<file path="src/rtl/core/mavg_pkg.sv">
`default_nettype none
package mavg_pkg;

  localparam int DEPTH_DEFAULT = 16;
  localparam int SAMPLE_W      = 16;
  localparam int LEN_W         = 5;
  localparam logic [LEN_W-1:0] LEN_RESET = 5'd16;

  typedef enum logic [2:0] {
    ST_IDLE,
    ST_READ,
    ST_DRAIN,
    ST_DIV_INIT,
    ST_DIV,
    ST_FINISH
  } state_t;

  typedef struct packed {
    logic load;
    logic rd_en;
    logic div_start;
    logic div_step;
    logic out_load;
  } cmd_t;

  typedef struct packed {
    logic last_rd;
    logic div_last;
    logic out_busy;
  } status_t;

endpackage
`default_nettype wire

</file>
<file path="src/rtl/core/mavg_div.sv">
`default_nettype none
module mavg_div
  import mavg_pkg::*;
#(
  parameter int SUM_W = 20
) (
  input  wire logic                clk,
  input  wire logic                rst,
  input  wire logic                start,
  input  wire logic                step,
  input  wire logic [SUM_W-1:0]    dividend,
  input  wire logic [LEN_W-1:0]    divisor,
  output logic                     last,
  output logic [SAMPLE_W-1:0]      quotient
);

  localparam int CNT_W = $clog2(SUM_W);

  logic [LEN_W-1:0] rem;
  logic [SUM_W-1:0] quo;
  logic [CNT_W-1:0] cnt;
  logic [LEN_W:0]   shifted;
  logic [LEN_W:0]   diff;
  logic             fits;

  assign shifted  = {rem, quo[SUM_W-1]};
  assign fits     = shifted >= {1'b0, divisor};
  assign diff     = shifted - {1'b0, divisor};
  assign last     = cnt == CNT_W'(SUM_W - 1);
  assign quotient = quo[SAMPLE_W-1:0];

  always_ff @(posedge clk) begin
    if (rst) begin
      cnt <= '0;
    end else if (start) begin
      cnt <= '0;
    end else if (step) begin
      cnt <= cnt + 1'b1;
    end
  end

  always_ff @(posedge clk) begin
    if (start) begin
      rem <= '0;
      quo <= dividend;
    end else if (step) begin
      rem <= fits ? diff[LEN_W-1:0] : shifted[LEN_W-1:0];
      quo <= {quo[SUM_W-2:0], fits};
    end
  end

endmodule
`default_nettype wire

</file>
<file path="src/rtl/core/mavg_datapath.sv">
`default_nettype none
module mavg_datapath
  import mavg_pkg::*;
#(
  parameter int WINDOW_DEPTH = DEPTH_DEFAULT
) (
  input  wire logic                clk,
  input  wire logic                rst,
  input  wire cmd_t                cmd,
  output status_t                  st,
  input  wire logic                cfg_we,
  input  wire logic [LEN_W-1:0]    cfg_wdata,
  input  wire logic [SAMPLE_W-1:0] sample,
  output logic                     out_valid,
  input  wire logic                out_ready,
  output logic [SAMPLE_W-1:0]      average
);

  localparam int PTR_W = (WINDOW_DEPTH > 1) ? $clog2(WINDOW_DEPTH) : 1;
  localparam int SUM_W = SAMPLE_W + $clog2(WINDOW_DEPTH);
  localparam logic [PTR_W-1:0] PTR_LAST = PTR_W'(WINDOW_DEPTH - 1);

  logic [SAMPLE_W-1:0]     mem [WINDOW_DEPTH];
  logic [WINDOW_DEPTH-1:0] vld;
  logic [LEN_W-1:0]        window_len;
  logic [LEN_W-1:0]        n_eff;
  logic [LEN_W-1:0]        n_next;
  logic [LEN_W-1:0]        cnt;
  logic [PTR_W-1:0]        wr_ptr;
  logic [PTR_W-1:0]        rd_ptr;
  logic [SAMPLE_W-1:0]     rd_data;
  logic                    rd_ok;
  logic                    rd_vld;
  logic [SUM_W-1:0]        sum;
  logic [SAMPLE_W-1:0]     quotient;
  logic                    div_last;

  // zero length reads as one, overlong saturates at the store depth
  always_comb begin
    if (window_len == '0) begin
      n_next = LEN_W'(1);
    end else if (int'(window_len) > WINDOW_DEPTH) begin
      n_next = LEN_W'(WINDOW_DEPTH);
    end else begin
      n_next = window_len;
    end
  end

  always_ff @(posedge clk) begin
    if (rst) begin
      window_len <= LEN_RESET;
    end else if (cfg_we) begin
      window_len <= cfg_wdata;
    end
  end

  always_ff @(posedge clk) begin
    if (cmd.load) begin
      mem[wr_ptr] <= sample;
    end
    if (cmd.rd_en) begin
      rd_data <= mem[rd_ptr];
    end
  end

  always_ff @(posedge clk) begin
    if (rst) begin
      vld    <= '0;
      wr_ptr <= '0;
      rd_vld <= 1'b0;
    end else begin
      rd_vld <= cmd.rd_en;
      if (cmd.load) begin
        vld[wr_ptr] <= 1'b1;
        wr_ptr      <= (wr_ptr == PTR_LAST) ? '0 : wr_ptr + 1'b1;
      end
    end
  end

  always_ff @(posedge clk) begin
    if (cmd.rd_en) begin
      rd_ok <= vld[rd_ptr];
    end
  end

  // walk backward from the newest sample
  always_ff @(posedge clk) begin
    if (cmd.load) begin
      rd_ptr <= wr_ptr;
      cnt    <= '0;
      n_eff  <= n_next;
      sum    <= '0;
    end else begin
      if (cmd.rd_en) begin
        rd_ptr <= (rd_ptr == '0) ? PTR_LAST : rd_ptr - 1'b1;
        cnt    <= cnt + 1'b1;
      end
      if (rd_vld && rd_ok) begin
        sum <= sum + SUM_W'(rd_data);
      end
    end
  end

  mavg_div #(
    .SUM_W(SUM_W)
  ) u_div (
    .clk     (clk),
    .rst     (rst),
    .start   (cmd.div_start),
    .step    (cmd.div_step),
    .dividend(sum),
    .divisor (n_eff),
    .last    (div_last),
    .quotient(quotient)
  );

  always_ff @(posedge clk) begin
    if (rst) begin
      out_valid <= 1'b0;
    end else if (cmd.out_load) begin
      out_valid <= 1'b1;
    end else if (out_ready) begin
      out_valid <= 1'b0;
    end
  end

  always_ff @(posedge clk) begin
    if (cmd.out_load) begin
      average <= quotient;
    end
  end

  assign st.last_rd  = cnt == n_eff - 1'b1;
  assign st.div_last = div_last;
  assign st.out_busy = out_valid && !out_ready;

  a_no_overwrite: assert property (@(posedge clk) disable iff (rst)
    cmd.out_load |-> !(out_valid && !out_ready))
    else $error("result overwritten before taken");

  a_no_overread: assert property (@(posedge clk) disable iff (rst)
    cmd.rd_en |-> (cnt < n_eff))
    else $error("window read past its length");

  a_sum_settled: assert property (@(posedge clk) disable iff (rst)
    cmd.div_start |-> (!rd_vld && !cmd.rd_en))
    else $error("divide started with reads in flight");

endmodule
`default_nettype wire

</file>
<file path="src/rtl/core/mavg_ctrl.sv">
`default_nettype none
module mavg_ctrl
  import mavg_pkg::*;
(
  input  wire logic    clk,
  input  wire logic    rst,
  input  wire logic    in_valid,
  output logic         in_ready,
  input  wire status_t st,
  output cmd_t         cmd
);

  state_t state;
  state_t state_next;

  always_ff @(posedge clk) begin
    if (rst) begin
      state <= ST_IDLE;
    end else begin
      state <= state_next;
    end
  end

  always_comb begin
    state_next = state;
    case (state)
      ST_IDLE: begin
        if (in_valid) state_next = ST_READ;
      end
      ST_READ: begin
        if (st.last_rd) state_next = ST_DRAIN;
      end
      ST_DRAIN:    state_next = ST_DIV_INIT;
      ST_DIV_INIT: state_next = ST_DIV;
      ST_DIV: begin
        if (st.div_last) state_next = ST_FINISH;
      end
      ST_FINISH: begin
        if (!st.out_busy) state_next = ST_IDLE;
      end
      default:     state_next = ST_IDLE;
    endcase
  end

  always_comb begin
    cmd      = '0;
    in_ready = 1'b0;
    case (state)
      ST_IDLE: begin
        in_ready = 1'b1;
        cmd.load = in_valid;
      end
      ST_READ:     cmd.rd_en     = 1'b1;
      ST_DIV_INIT: cmd.div_start = 1'b1;
      ST_DIV:      cmd.div_step  = 1'b1;
      ST_FINISH:   cmd.out_load  = !st.out_busy;
      default: begin
        cmd      = '0;
        in_ready = 1'b0;
      end
    endcase
  end

endmodule
`default_nettype wire

</file>
<file path="src/rtl/core/moving_average_filter.sv">
// the input beat starts n window reads through the single memory read port,
//   n the effective window length, then an S-step bit-serial divide, with
//   S = 16 + clog2(WINDOW_DEPTH) the sum width (20 by default), then loads the result
// a new beat is accepted only in idle, once the previous result has been loaded
// reset: window reads as zero, write pointer zero, window_len 16, no result pending
`default_nettype none
module moving_average_filter
  import mavg_pkg::*;
#(
  parameter int WINDOW_DEPTH = DEPTH_DEFAULT
) (
  input  wire logic                clk,
  input  wire logic                rst,
  input  wire logic                cfg_we,
  input  wire logic [LEN_W-1:0]    cfg_wdata,
  input  wire logic                in_valid,
  output logic                     in_ready,
  input  wire logic [SAMPLE_W-1:0] sample,
  output logic                     out_valid,
  input  wire logic                out_ready,
  output logic [SAMPLE_W-1:0]      average
);

  cmd_t    cmd;
  status_t st;

  mavg_ctrl u_ctrl (
    .clk     (clk),
    .rst     (rst),
    .in_valid(in_valid),
    .in_ready(in_ready),
    .st      (st),
    .cmd     (cmd)
  );

  mavg_datapath #(
    .WINDOW_DEPTH(WINDOW_DEPTH)
  ) u_dp (
    .clk      (clk),
    .rst      (rst),
    .cmd      (cmd),
    .st       (st),
    .cfg_we   (cfg_we),
    .cfg_wdata(cfg_wdata),
    .sample   (sample),
    .out_valid(out_valid),
    .out_ready(out_ready),
    .average  (average)
  );

endmodule
`default_nettype wire
</file>
<file path="config.mk">
export PLATFORM = sky130hd
export DESIGN_NAME = moving_average_filter
export DESIGN_NICKNAME = d
export VERILOG_FILES = /design/src/rtl/core/mavg_pkg.sv /design/src/rtl/core/mavg_div.sv /design/src/rtl/core/mavg_datapath.sv /design/src/rtl/core/mavg_ctrl.sv /design/src/rtl/core/moving_average_filter.sv
export SDC_FILE = /design/constraint.sdc
export NUM_CORES = 1
export LEC_CHECK = 0
export BUFFER_PORTS_ARGS = -buffer_cell sky130_fd_sc_hd__buf_2
export CORE_ASPECT_RATIO = 1.1
export CORE_MARGIN = 5
export CORE_UTILIZATION = 55
export DETAILED_ROUTE_END_ITERATION = 10
export GPL_TIMING_DRIVEN = 1
export PLACE_DENSITY = 0.72
export SLEW_MARGIN = 40
export SYNTH_ARGS = -nofsm -noshare
export SYNTH_HDL_FRONTEND = slang
export SYNTH_SLANG_ARGS = --single-unit
</file>
<file path="constraint.sdc">
create_clock -name clk -period 2.5 [get_ports clk]
set_input_delay 0.375 -clock clk [delete_from_list [all_inputs] [get_ports clk]]
set_output_delay 0.375 -clock clk [all_outputs]
set_load 0.005 [all_outputs]
</file>
---- After elaboration in Yosys (flattened, before gate mapping) ----
Memory sizes are Yosys's and may differ from the RTL's. A register that Yosys moved wholly into a read port is not among the register bits.
Index checks and enable logic that the tools add are counted.
operators by class
  $add $sub $neg .......................... 7
  order comparisons ....................... 5
  bitwise gates (word level) .............. 1
  equal/unequal tests ..................... 12
  muxes and demuxes ....................... 27
  reduce and logical (&&, ||, !) cells .... 14
operator list
  cell                 number
  $mux 20              2
  $add 20x16->20       1
  $pmux 3 s6           1
  $mux 4               4
  $or 16x16->16        1
  $mux 1               12
  $mux 3               4
  $add 5x1->5 const B  2
  $lt 4x5->1 const B   2
  $mux 5               2
  $eq 3x2->1 const B   2
  $eq 3x3->1 const B   2
  $ge 6x5->1           1
  $ne 2x2->1 const B   3
  $reduce_bool 2->1    3
  $eq 5x5->1           1
  $eq 5x5->1 const B   1
  $gt 5x5->1 const B   1
  $logic_not 5->1      1
  $sub 5x1->5 const B  1
  $sub 5x5->5          1
  $add 4x1->4 const B  1
  $bmux 1 s4           1
  $demux 1 s4          1
  other kinds (11)     15
storage, ports and cells
  flip-flop bits (word level) ............. 111
  bits of input ports ..................... 26
  bits in writable memories ............... 256
  output and inout bits ................... 18
  memories kept ........................... 1
memory list
  memory    depth  bits a word  rd ports  clocked after memory_dff  wr ports  RTL line             RTL
  u_dp.mem  16     16           1         1                         1         mavg_datapath.sv:23  logic [SAMPLE_W-1:0] mem [WINDOW_DEPTH];

---- Logic depth before layout (Yosys ltp) ----
Gate-level depths: netlist of the first run.
  depth after elaboration ................. 5
  depth in mapped cells ................... 9

---- Modules after synthesis ----
A second synthesis of the first run with hierarchy kept.
second synthesis, totals
  cells, all modules ...................... 935
  area total of the unflattened synthesis .. 15912.8 sq um
by module, submodules not included
  module         times used  area an instance (sq um)  seq. area each (sq um)  cells an instance
  mavg_datapath  1           14083.5                   9989.6                  774
  mavg_div       1           1635.3                    800.8                   137
  mavg_ctrl      1           193.9                     60.1                    24

---- Least setup slack after synthesis of the first run ----
OpenSTA, ideal clock, no wires.
  path type ............................... register to register
  start ................................... register u_dp.n_eff[0]
  end ..................................... register u_dp.u_div.rem[2]
  library setup time ...................... 0.117 ns
  stages on the path, launching flop included .. 9
  clock period less this slack ............ 2.124 ns
  slack ................................... 0.376 ns
  arrival ................................. 2.007 ns
  buffers on the path ..................... 0
  cell sequence ........................... edfxtp_1 ha_1 fa_1 nor2b_1 o21ai_1 a31oi_1 nor3_4 mux2_2 a22o_1
between the ends
  cells in the longest elaborated chain, start to end .. 2
  elaborated cells on any way between the ends .. 3
RTL lines
  item                                              RTL line                        RTL
  start, declared                                   mavg_datapath.sv:26             logic [LEN_W-1:0] n_eff;
  start signal, assigned                            mavg_datapath.sv:91             n_eff <= n_next;
  $sub 5x5->5 / $ge 6x5->1 (equally long branches)  mavg_div.sv:28, mavg_div.sv:27
  $mux 5 *                                          mavg_div.sv:47                  rem <= fits ? diff[LEN_W-1:0] : shifted[LEN_W-1:0];
  end signal, assigned                              mavg_div.sv:47
  end, declared                                     mavg_div.sv:19                  logic [LEN_W-1:0] rem;
Mark *: on every way between the ends. The rest lies on a longest branch, timed or not.
A chain may end at the register's enable or synchronous reset.

---- Final worst setup path of the first run ----
  start ................................... register u_dp.rd_data[0], read port of u_dp.mem
  end ..................................... register u_dp.sum[14]
between the ends
  cells in the longest elaborated chain, start to end .. 1
RTL lines
  item                  RTL line             RTL
  start, declared       mavg_datapath.sv:31  logic [SAMPLE_W-1:0] rd_data;
  $add 20x16->20        mavg_datapath.sv:99  sum <= sum + SUM_W'(rd_data);
  end signal, assigned  mavg_datapath.sv:99
  end, declared         mavg_datapath.sv:34  logic [SUM_W-1:0] sum;
No other way between the ends.

==> reports/qor.txt, run 1 <==
===============================================================================================
Status                                                                             finished, final reports clean
Total I/O pin count                                                                          44
Nets in the synthesized netlist                                                            1014
Proportion of synthesized chip area in sequential cells                                  0.6811
Switching power                                                                      0.003457 W
Hold/Removal Path Class                                                            input pin to register
Cell-internal power                                                                   0.01144 W
Cell type contributing the most total cell area after synthesis                    sky130_fd_sc_hd__edfxtp_1
Number of buffers added by the clock tree synthesis step                                     39
Area share of the largest cell type after synthesis                                      0.5994
Worst Clk Skew                                                                       0.02270 ns
Number of sinks on the clock net                                                            383
Share of power burned in registers                                                        0.487
Clock input transition at the sequential cells of the worst setup and hold paths        0.06 ns
Post-detail-place hpwl                                                                 19140 um
Wire length of the first global-routing pass                                           49410 um
Highest net fanout along the worst path                                                       3
Final setup fails                                                                             0
IO buf count                                                                                 43
IR Drop Worst-Case VDD                                                                 573.4 uV
Final core area utilization                                                              0.6295
Post-CTS Setup Repair Bufs                                                                    0
Final cell area excluding filler cells                                               18020 um^2
Overall die height                                                                     188.5 um
Number of hold buffers added after CTS                                                        0
H-tree Lvls                                                                                   2
Iteration count of the initial detailed-routing pass                                          5
Post-synth top flop                                                                sky130_fd_sc_hd__edfxtp_1
Worst max-slew margin expressed relative to the limit                                    0.4626
Clock tree root driver cell                                                        sky130_fd_sc_hd__clkbuf_16
Crit path time final                                                                   2.283 ns
# rows                                                                                       65
Final max-slew violation count                                                                0
Initial core utilization                                                                 0.5565
Violation count after the first detailed-routing iteration                                  684
Overall die area                                                                     32470 um^2
Number of vias per cell                                                                   5.870
Crit path max-delay family                                                         compound AO/OA/AOI/OAI gates
Share of the clock period used by the worst path                                         0.9133
Maximum achievable frequency                                                          438.0 MHz
Maximum number of pins on one net before global-route repair                                 50
Crit path arrival time                                                                  2.69 ns
DR WL/cell                                                                             22.20 um
Total Wirelength                                                                       31900 um
DRC                                                                                           0
Count of final hold-check violations                                                          0
X dimension of the die                                                                 172.3 um
Unique cell type count in the Yosys netlist                                                  59
Count of inserted antenna diode cells                                                         0
Power per cell area                                                                826.6 nW/um^2
Cell with the most instances after synthesis                                       sky130_fd_sc_hd__edfxtp_1
Slowest stage cell, crit path                                                      sky130_fd_sc_hd__fa_1
Share of synthesized flip-flops with an asynchronous set or reset                             0
Critical Path, Cell by Cell                                                        ha_1, fa_1, a21o_1, a221o_1, o211ai_1, nor2_1, a211o_1
Setup TNS                                                                                  0 ns
Clk Latency, worst-skew pair                                                            0.54 ns
Area grow syn2layout                                                                     13.12%
Fraction of power consumed by combinational cells                                         0.129
Worst setup path class                                                             register to register
Main area contributors after synthesis                                             sky130_fd_sc_hd__edfxtp_1 60%, sky130_fd_sc_hd__mux4_1 9.7%, sky130_fd_sc_hd__dfxtp_1 8.2%
Gate count of the mapped netlist                                                            954
Number of enable flip-flop cells after synthesis                                            318
Most used standard cells in the synthesized netlist                                318 x sky130_fd_sc_hd__edfxtp_1, 97 x sky130_fd_sc_hd__nand2_1, 65 x sky130_fd_sc_hd__dfxtp_1
Deepest clock path buffer count                                                               3
Synthesis-stage register bit count                                                          383
Routability-driven placement congestion ratio                                            0.7837
GRT Overall Usage                                                                        0.2006
Buffers and inverters on the worst path                                                       0
GRT Residual Overflow                                                                         0
Yosys warning total                                                                           0
Data required, critical path                                                            2.91 ns
Core Box Area                                                                        28630 um^2
Number of global-route vias before repair                                                  8573
FF-to-FF path depth                                                                           7
Via count                                                                                  8435
Worst hold path cell count                                                                    3
Type of origin of the critical path                                                    register
Avg Inst Size Synth                                                                  16.70 um^2
Number of max-cap violations                                                                  0
Antenna violations before repair                                                              1
Clk network pwr share                                                                     0.384
Worst slew pin tran                                                                   0.8061 ns
Share of cells above drive strength 1                                                    0.1684
Slowest cell delay on critical path                                                     0.40 ns
RSZ-0062 raised after global routing                                                         no
Fraction of power spent switching nets                                                   0.2321
Stages on the worst setup path                                                                7
Capturing element type of the critical path                                            register
Clock tree from TritonCTS                                                                  done
Post-detailed-route count of antenna-violating nets                                           0
Combined area of all synthesized cells                                               15930 um^2
Leakage power total                                                                    6.571 nW
Count of nets after finishing                                                              1098
# resized after CTS                                                                           0
Post-placement cell area                                                             16750 um^2
===============================================================================================
[path summary, 6_finish.rpt]
kind	from	to	slack, ns
max	u_dp.rd_data[0]	u_dp.sum[14]	0.22
min	cfg_wdata[4]	u_dp.window_len[4]	0.07
min reg2reg	u_dp.u_div.quo[11]	u_dp.average[11]	0.45
max reg2reg	u_dp.rd_data[0]	u_dp.sum[14]	0.22
[state kept, by name, indices dropped and copies added, names as in the netlist]
register / cells
u_dp.cnt: 5
u_dp.rd_data: 16
u_dp.mem: 256
u_dp.u_div.quo: 20
u_dp.vld: 16
u_dp.rd_ok: 1
u_ctrl.state: 3
u_dp.window_len: 5
u_dp.rd_ptr: 4
u_dp.out_valid: 1
u_dp.u_div.rem: 5
u_dp.rd_vld: 1
u_dp.wr_ptr: 4
u_dp.average: 16
u_dp.n_eff: 5
u_dp.sum: 20
u_dp.u_div.cnt: 5
[per-layer routing]
layer	routed length, um	vias up	track usage	share of wire
met4	638	2	0.04748	0.020
met3	1859	54	0.03651	0.058
met1	13010	4213	0.2710	0.41
met2	16380	230	0.3415	0.51
li1	-	3936	-	-
met5	7	-	0	0.00022
[metrics by stage]
step           total power (W)  std cells  setup WS [ns]  hold slack (ns)
2_1_floorplan         0.008799        954         0.3757           0.4262
3_3_place_gp          0.009259       1365         0.2663           0.4327
3_5_place_dp          0.009305       1365         0.2179           0.4320
4_1_cts                0.01503       1437         0.1942          0.05272
5_1_grt                0.01549       1437        0.05778          0.07431
6_report               0.01490       1437         0.2168          0.07187
[power by group through the flow]
stage | Combinational (W) | Sequential, W | Clock (W)
final | 0.00192 | 0.00726 | 0.00572
after global routing | 0.00209 | 0.00727 | 0.00612
after CTS | 0.00193 | 0.00726 | 0.00584
after detailed placement | 0.00191 | 0.00739 | 0
after global placement | 0.00188 | 0.00738 | 0
after floorplan | 0.00146 | 0.00734 | 0
[area by class of cell]
cell class / count / area, um^2
sequential: 383 / 10850
fill: 2005 / 10610
multi-input combinational: 505 / 4757
clock buffer: 49 / 1044
timing repair buffer: 85 / 593.1
tap: 368 / 460.4
clock inverter: 23 / 226.5
inverter: 24 / 90.09
[cells by family (layout without fill, tap and decap cells)]
family,after synthesis,after routing,share of synthesized area
AOI/OAI and AO/OA,107,107,0.04312
xor gates and xnor gates,27,27,0.01484
adders and majority gates,34,34,0.02764
buffers and inverters,66,181,0.02073
DFF,383,383,0.6811
muxes,97,97,0.1418
and+or+nand+nor,240,240,0.07084
[worst register-to-register path, stage by stage, from the launching register on]
cell	delay, ns
sky130_fd_sc_hd__edfxtp_1	0.37
sky130_fd_sc_hd__ha_1	0.22
sky130_fd_sc_hd__fa_1	0.40
sky130_fd_sc_hd__a21o_1	0.21
sky130_fd_sc_hd__a221o_1	0.34
sky130_fd_sc_hd__o211ai_1	0.26
sky130_fd_sc_hd__nor2_1	0.09
sky130_fd_sc_hd__a211o_1	0.26
[layout by cell type (no fill, tap or decap), types with 14 or more instances in the layout]
cell,n
sky130_fd_sc_hd__edfxtp_1,318
sky130_fd_sc_hd__buf_4,37
sky130_fd_sc_hd__clkbuf_16,39
sky130_fd_sc_hd__dfxtp_1,65
sky130_fd_sc_hd__ha_1,32
sky130_fd_sc_hd__and2_1,15
sky130_fd_sc_hd__nor2_1,57
sky130_fd_sc_hd__inv_1,23
sky130_fd_sc_hd__mux4_1,59
sky130_fd_sc_hd__and3_1,16
sky130_fd_sc_hd__mux4_2,26
sky130_fd_sc_hd__nand2_1,97
sky130_fd_sc_hd__a21oi_1,41
sky130_fd_sc_hd__xor2_1,14
sky130_fd_sc_hd__buf_2,43
sky130_fd_sc_hd__o21ai_0,14
Note: power is estimated with default switching activity, not from simulation.
==> run 2: changes to the inputs <==
--- a/config.mk
+++ b/config.mk
@@ -12,6 +12,7 @@
 export DETAILED_ROUTE_END_ITERATION = 10
 export GPL_TIMING_DRIVEN = 1
 export PLACE_DENSITY = 0.72
+export REMOVE_ABC_BUFFERS = 1
 export SLEW_MARGIN = 40
 export SYNTH_ARGS = -nofsm -noshare
 export SYNTH_HDL_FRONTEND = slang
==> run 2 against run 1 <==
Net effect: design area decreased by 0.39%; sequential power about the same; die area is the same; worst setup slack lost 0.019 ns; non-clock buffer count decreased by 6; combinational power about the same; fmax shrank 0.82%; clock skew shrank 0.0096 ns; via count up 0.25%; sequential share of layout area is 0.23 points higher; routed wire length down 1.7%; utilization shrank 0.24 points; critical endpoint is now u_dp.sum[12]; highest routed layer unchanged.
==> reports/qor.txt, run 2 (same netlist as run 1, synthesis figures left out) <==
===============================================================================================
Via count                                                                                  8456
X dimension of the die                                                                 172.3 um
DRC                                                                                           0
Overall die height                                                                     188.5 um
Core Box Area                                                                        28630 um^2
# resized after CTS                                                                           0
Total Power Consumption                                                               0.01478 W
Power per cell area                                                                823.5 nW/um^2
Capturing element type of the critical path                                            register
Count of final hold-check violations                                                          0
Type of origin of the critical path                                                    register
Number of vias per cell                                                                   5.917
Hold/Removal Path Class                                                            input pin to register
Number of max-cap violations                                                                  0
Crit path arrival time                                                                  2.76 ns
IO buf count                                                                                 43
Antenna violations before repair                                                              1
Buffers and inverters on the worst path                                                       0
Count of inserted antenna diode cells                                                         0
Number of hold buffers added after CTS                                                        0
Worst Clk Skew                                                                       0.01306 ns
Area of combinational cells with multiple inputs                                      4762 um^2
Worst slew pin tran                                                                   0.7816 ns
Post-placement cell area                                                             16690 um^2
IR Drop Worst-Case VDD                                                                 667.6 uV
GRT Overall Usage                                                                        0.1984
Total I/O pin count                                                                          44
Maximum achievable frequency                                                          434.4 MHz
Final cell area excluding filler cells                                               17950 um^2
Most frequent cells in the layout                                                  318 x sky130_fd_sc_hd__edfxtp_1, 97 x sky130_fd_sc_hd__nand2_1, 65 x sky130_fd_sc_hd__dfxtp_1
Number of global-route vias before repair                                                  8659
Violation count after the first detailed-routing iteration                                  726
Worst setup path class                                                             register to register
Final core area utilization                                                              0.6271
Clock tree root driver cell                                                        sky130_fd_sc_hd__clkbuf_16
Register with the most flip-flops                                                      u_dp.mem
Clock tree from TritonCTS                                                                  done
Area grow syn2layout                                                                     12.68%
Clk Latency, worst-skew pair                                                            0.54 ns
Wire length of the first global-routing pass                                           49270 um
Largest registers                                                                  u_dp.mem: 256 flops, u_dp.sum: 20 flops, u_dp.u_div.quo: 20 flops
Deepest clock path buffer count                                                               3
# rows                                                                                       65
Largest register FFs                                                                        256
Initial core utilization                                                                 0.5565
H-tree Lvls                                                                                   2
Iteration count of the initial detailed-routing pass                                          7
Slowest stage cell, crit path                                                      sky130_fd_sc_hd__edfxtp_1
Post-CTS Setup Repair Bufs                                                                    0
Critical Path, Cell by Cell                                                        ha_2, fa_2, a21o_1, a221o_1, o211ai_1, and3_1, o21ai_1, a21oi_1
Clock input transition at the sequential cells of the worst setup and hold paths        0.06 ns
GRT Residual Overflow                                                                         0
Share of the clock period used by the worst path                                         0.9208
Highest net fanout along the worst path                                                       3
Number of buffers added by the clock tree synthesis step                                     39
Worst max-slew margin expressed relative to the limit                                    0.4789
Post-detailed-route count of antenna-violating nets                                           0
Crit path time final                                                                   2.302 ns
RSZ-0062 raised after global routing                                                         no
Most common cell after layout, fill and taps aside                                 sky130_fd_sc_hd__edfxtp_1
Number of inserted filler cells in the final layout                                        2070
DR WL/cell                                                                             21.94 um
Final max-slew violation count                                                                0
Number of sinks on the clock net                                                            383
Overall die area                                                                     32470 um^2
Worst Hold Slack                                                                     0.05987 ns
Final setup fails                                                                             0
Post-detail-place hpwl                                                                 18140 um
Data required, critical path                                                            2.96 ns
Status                                                                             finished, final reports clean
Leakage power total                                                                    6.523 nW
Count of nets after finishing                                                              1092
Share of cells above drive strength 1                                                    0.1621
Routability-driven placement congestion ratio                                            0.8611
Reg area                                                                             10850 um^2
Total Wirelength                                                                       31360 um
Reg-to-reg slack, setup                                                                 0.20 ns
Slowest cell delay on critical path                                                     0.37 ns
Crit path max-delay family                                                         compound AO/OA/AOI/OAI gates
Maximum number of pins on one net before global-route repair                                 71
===============================================================================================
## run 2: report_power, final
part           leakage, nW  switching (W)  internal [W]  total, W
clock network        0.617        0.00235       0.00327   0.00562
logic                 2.50       0.000998      0.000911   0.00191
registers             3.41       0.000123       0.00713   0.00726
total                 6.52        0.00347        0.0113    0.0148
## run 2: final timing paths
kind,from,endpoint,depth (start not counted)
hold / removal,cfg_wdata[4],u_dp.window_len[4],3
setup reg to reg,u_dp.rd_data[0],u_dp.sum[12],8
hold reg to reg,u_dp.u_div.quo[4],u_dp.average[4],0
setup / recovery,u_dp.rd_data[0],u_dp.sum[12],8
## run 2: through the flow
| step | setup WS (ns) | TNS (ns) | cells |
|---|---|---|---|
| finish | 0.1980 | 0 | 1429 |
| global route | 0.01907 | 0 | 1429 |
| CTS | 0.1618 | 0 | 1429 |
| detailed placement | 0.1831 | 0 | 1359 |
| global placement | 0.2431 | 0 | 1359 |
| floorplan | -1.064 | -24.53 | 912 |
## run 2: area by class of cell
type | count | area share
repair buffers | 79 | 0.02983
flip-flops and latches | 383 | 0.6044
multi-input cells | 505 | 0.2653
well taps | 368 | 0.02565
clock buffers | 47 | 0.05722
clock inverters | 23 | 0.01255
inverters | 24 | 0.005018
## run 2: layer usage
layer	track usage	part of all wire	routed length (um)	vias to the layer above
li1	-	-	-	3909
met1	0.2751	0.43	13440	4245
met2	0.3317	0.50	15550	243
met3	0.03399	0.053	1654	57
met4	0.04778	0.022	701	2
met5	0	0.00041	13	-
## run 2: worst reg2reg max path, stage by stage (launching register included)
cell	delay, ns
sky130_fd_sc_hd__edfxtp_1	0.37
sky130_fd_sc_hd__ha_2	0.20
sky130_fd_sc_hd__fa_2	0.35
sky130_fd_sc_hd__a21o_1	0.19
sky130_fd_sc_hd__a221o_1	0.38
sky130_fd_sc_hd__o211ai_1	0.30
sky130_fd_sc_hd__and3_1	0.21
sky130_fd_sc_hd__o21ai_1	0.05
sky130_fd_sc_hd__a21oi_1	0.18
==> run 3: changes to the inputs <==
--- a/config.mk
+++ b/config.mk
@@ -5,13 +5,14 @@
 export SDC_FILE = /design/constraint.sdc
 export NUM_CORES = 1
 export LEC_CHECK = 0
+export ABC_AREA = 1
 export BUFFER_PORTS_ARGS = -buffer_cell sky130_fd_sc_hd__buf_2
 export CORE_ASPECT_RATIO = 1.1
 export CORE_MARGIN = 5
 export CORE_UTILIZATION = 55
 export DETAILED_ROUTE_END_ITERATION = 10
 export GPL_TIMING_DRIVEN = 1
-export PLACE_DENSITY = 0.72
+export PLACE_DENSITY = 0.71
 export REMOVE_ABC_BUFFERS = 1
 export SLEW_MARGIN = 40
 export SYNTH_ARGS = -nofsm -noshare
==> run 3 against run 2 <==
Net effect: die area rose by 1.9%; critical path type unchanged; combinational power grew to 3.0 times the previous value; largest cell class unchanged; register-to-register slack gained 0.15 ns; global-route usage grew 2.0 points; fmax up 6.8%; utilization is 0.44 points lower.
==> reports/qor.txt, run 3 <==
===============================================================================================
Status                                                                             finished, final reports clean
Share of the clock period used by the worst path                                         0.8619
# rows                                                                                       66
Yosys warning total                                                                           0
Post-synth top flop                                                                sky130_fd_sc_hd__edfxtp_1
Routability-driven placement congestion ratio                                            0.8842
Deepest clock path buffer count                                                               3
Worst max-slew margin expressed relative to the limit                                    0.4506
Number of sinks on the clock net                                                            383
Area of combinational cells with multiple inputs                                      4696 um^2
Type of origin of the critical path                                                    register
Slowest cell delay on critical path                                                     0.41 ns
Slowest stage cell, crit path                                                      sky130_fd_sc_hd__edfxtp_1
Data required, critical path                                                            2.70 ns
Worst setup path class                                                             register to register
Count of inserted antenna diode cells                                                         0
Capturing element type of the critical path                                            register
RSZ-0062 raised after global routing                                                         no
Final setup fails                                                                             0
Share of cells above drive strength 1                                                    0.1126
Number of inserted filler cells in the final layout                                        2316
Clock input transition at the sequential cells of the worst setup and hold paths        0.06 ns
Number of hold buffers added after CTS                                                        0
Worst slew pin tran                                                                   0.8211 ns
Overall die area                                                                     33100 um^2
Unique cell type count in the Yosys netlist                                                  44
Most used standard cells in the synthesized netlist                                318 x sky130_fd_sc_hd__edfxtp_1, 238 x sky130_fd_sc_hd__nor2_1, 232 x sky130_fd_sc_hd__nand2_1
Switching power                                                                      0.006557 W
Avg Inst Size Synth                                                                  10.94 um^2
Fraction of power spent switching nets                                                   0.3433
Number of max-cap violations                                                                  0
DRC                                                                                           0
GRT Residual Overflow                                                                         0
Largest register FFs                                                                        256
Clock tree root driver cell                                                        sky130_fd_sc_hd__clkbuf_16
Area share of the largest cell type after synthesis                                      0.5875
Main area contributors after synthesis                                             sky130_fd_sc_hd__edfxtp_1 59%, sky130_fd_sc_hd__dfxtp_1 8.0%, sky130_fd_sc_hd__nor2_1 5.5%
Synthesis-stage register bit count                                                          383
Clk network pwr share                                                                     0.294
Reg area                                                                             10850 um^2
Proportion of synthesized chip area in sequential cells                                  0.6675
Area grow syn2layout                                                                     12.62%
Number of enable flip-flop cells after synthesis                                            318
Post-detailed-route count of antenna-violating nets                                           0
X dimension of the die                                                                 173.9 um
Crit path max-delay family                                                         buffers and inverters
# resized after CTS                                                                           0
DR WL/cell                                                                             18.72 um
Antenna violations before repair                                                              2
Worst setup slack after placement                                                     0.3529 ns
Worst Clk Skew                                                                       0.02210 ns
Post-CTS Setup Repair Bufs                                                                    0
Share of synthesized flip-flops with an asynchronous set or reset                             0
Overall die height                                                                     190.3 um
Fraction of power consumed by combinational cells                                         0.299
Number of buffers added by the clock tree synthesis step                                     40
GRT Overall Usage                                                                        0.2181
Maximum number of pins on one net before global-route repair                                138
Clk Latency, worst-skew pair                                                            0.54 ns
Cell-internal power                                                                   0.01254 W
Core Box Area                                                                        29400 um^2
Leakage power total                                                                    6.925 nW
Buffers and inverters on the worst path                                                       2
Via count                                                                                 11149
Critical Path, Cell by Cell                                                        clkinv_2, buf_4, o21ai_0, o22ai_1, o211ai_1, nand3_1
Final core area utilization                                                              0.6227
IO buf count                                                                                 43
Cell type contributing the most total cell area after synthesis                    sky130_fd_sc_hd__edfxtp_1
Highest net fanout along the worst path                                                      36
Most frequent cells in the layout                                                  318 x sky130_fd_sc_hd__edfxtp_1, 232 x sky130_fd_sc_hd__nand2_1, 229 x sky130_fd_sc_hd__nor2_1
Combined area of all synthesized cells                                               16250 um^2
Final max-slew violation count                                                                0
IR Drop Worst-Case VDD                                                                  1189 uV
Clock tree from TritonCTS                                                                  done
Most common cell after layout, fill and taps aside                                 sky130_fd_sc_hd__edfxtp_1
Count of final hold-check violations                                                          0
Maximum achievable frequency                                                          464.1 MHz
Number of global-route vias before repair                                                 10795
Hold/Removal Path Class                                                            input pin to register
Gate count of the mapped netlist                                                           1486
Count of nets after finishing                                                              1608
Crit path time final                                                                   2.155 ns
Iteration count of the initial detailed-routing pass                                          5
Final worst setup slack                                                               0.3453 ns
Total I/O pin count                                                                          44
Power per cell area                                                                1043 nW/um^2
Share of power burned in registers                                                        0.407
Total Wirelength                                                                       36430 um
H-tree Lvls                                                                                   2
Violation count after the first detailed-routing iteration                                 1137
Initial core utilization                                                                 0.5529
Post-detail-place hpwl                                                                 22300 um
Register with the most flip-flops                                                      u_dp.mem
Crit path arrival time                                                                  2.36 ns
Cell with the most instances after synthesis                                       sky130_fd_sc_hd__edfxtp_1
Largest registers                                                                  u_dp.mem: 256 flops, u_dp.sum: 20 flops, u_dp.u_div.quo: 20 flops
Wire length of the first global-routing pass                                           57560 um
Number of vias per cell                                                                   5.729
===============================================================================================
run 3: power by group through the flow:
| stage | combinational [W] | sequential, W | clock, W |
|---|---|---|---|
| finish | 0.00570 | 0.00778 | 0.00562 |
| global route | 0.00634 | 0.00781 | 0.00600 |
| CTS | 0.00566 | 0.00777 | 0.00572 |
| detailed placement | 0.00561 | 0.00790 | 0 |
| global placement | 0.00550 | 0.00789 | 0 |
| floorplan | 0.00339 | 0.00811 | 0 |
run 3: logic make-up after synthesis:
| logic type | after synthesis | synth area share |
|---|---|---|
| AND/OR/NAND/NOR | 568 | 0.1439 |
| flip-flops | 383 | 0.6675 |
| AO/OA/AOI/OAI | 313 | 0.1108 |
| buffers and inverters | 178 | 0.04526 |
| adder cells (fa/ha/maj) | 34 | 0.02710 |
| XOR/XNOR | 10 | 0.005388 |
run 3: metal layers:
layer / vias to the layer above / track usage / wire length (um)
li1: 5328 / - / -
met3: 82 / 0.03569 / 2405
met5: - / 0 / 7
met2: 419 / 0.3782 / 17850
met1: 5318 / 0.2846 / 15140
met4: 2 / 0.06762 / 1030
run 3: through the flow:
stage	total power, W	hold WS (ns)	instance area [um^2]	std cells	TNS (ns)
floorplan	0.01150	0.4186	15940	1420	-44.27
global placement	0.01340	0.4360	17060	1880	0
detailed placement	0.01352	0.4353	17060	1880	0
CTS	0.01915	0.05183	18310	1946	0
global route	0.02015	0.06390	18310	1946	0
finish	0.01910	0.06746	18310	1946	0
run 3: tightest hold or removal path: stages:
cell and delay [ns]:
sky130_fd_sc_hd__buf_2 0.08, sky130_fd_sc_hd__a21oi_1 0.05, sky130_fd_sc_hd__o21ai_0 0.06
run 3: final cells by class:
type	instances	share of cell area
Tap cell	374	0.02556
Timing Repair Buffer	86	0.03417
Clock inverter	17	0.009159
Clock buffer	49	0.05871
Multi-Input combinational cell	925	0.2565
Inverter	112	0.02317
Sequential cell	383	0.5927
run 3: path summary, 6_finish.rpt:
kind | from | endpoint | slack [ns] | depth (start not counted)
max | u_dp.rd_ptr[0] | u_dp.rd_data[2] | 0.35 | 6
min | cfg_wdata[4] | u_dp.window_len[4] | 0.07 | 3
max reg2reg | u_dp.rd_ptr[0] | u_dp.rd_data[2] | 0.35 | 6
min reg2reg | u_dp.u_div.quo[14] | u_dp.average[14] | 0.44 | 0
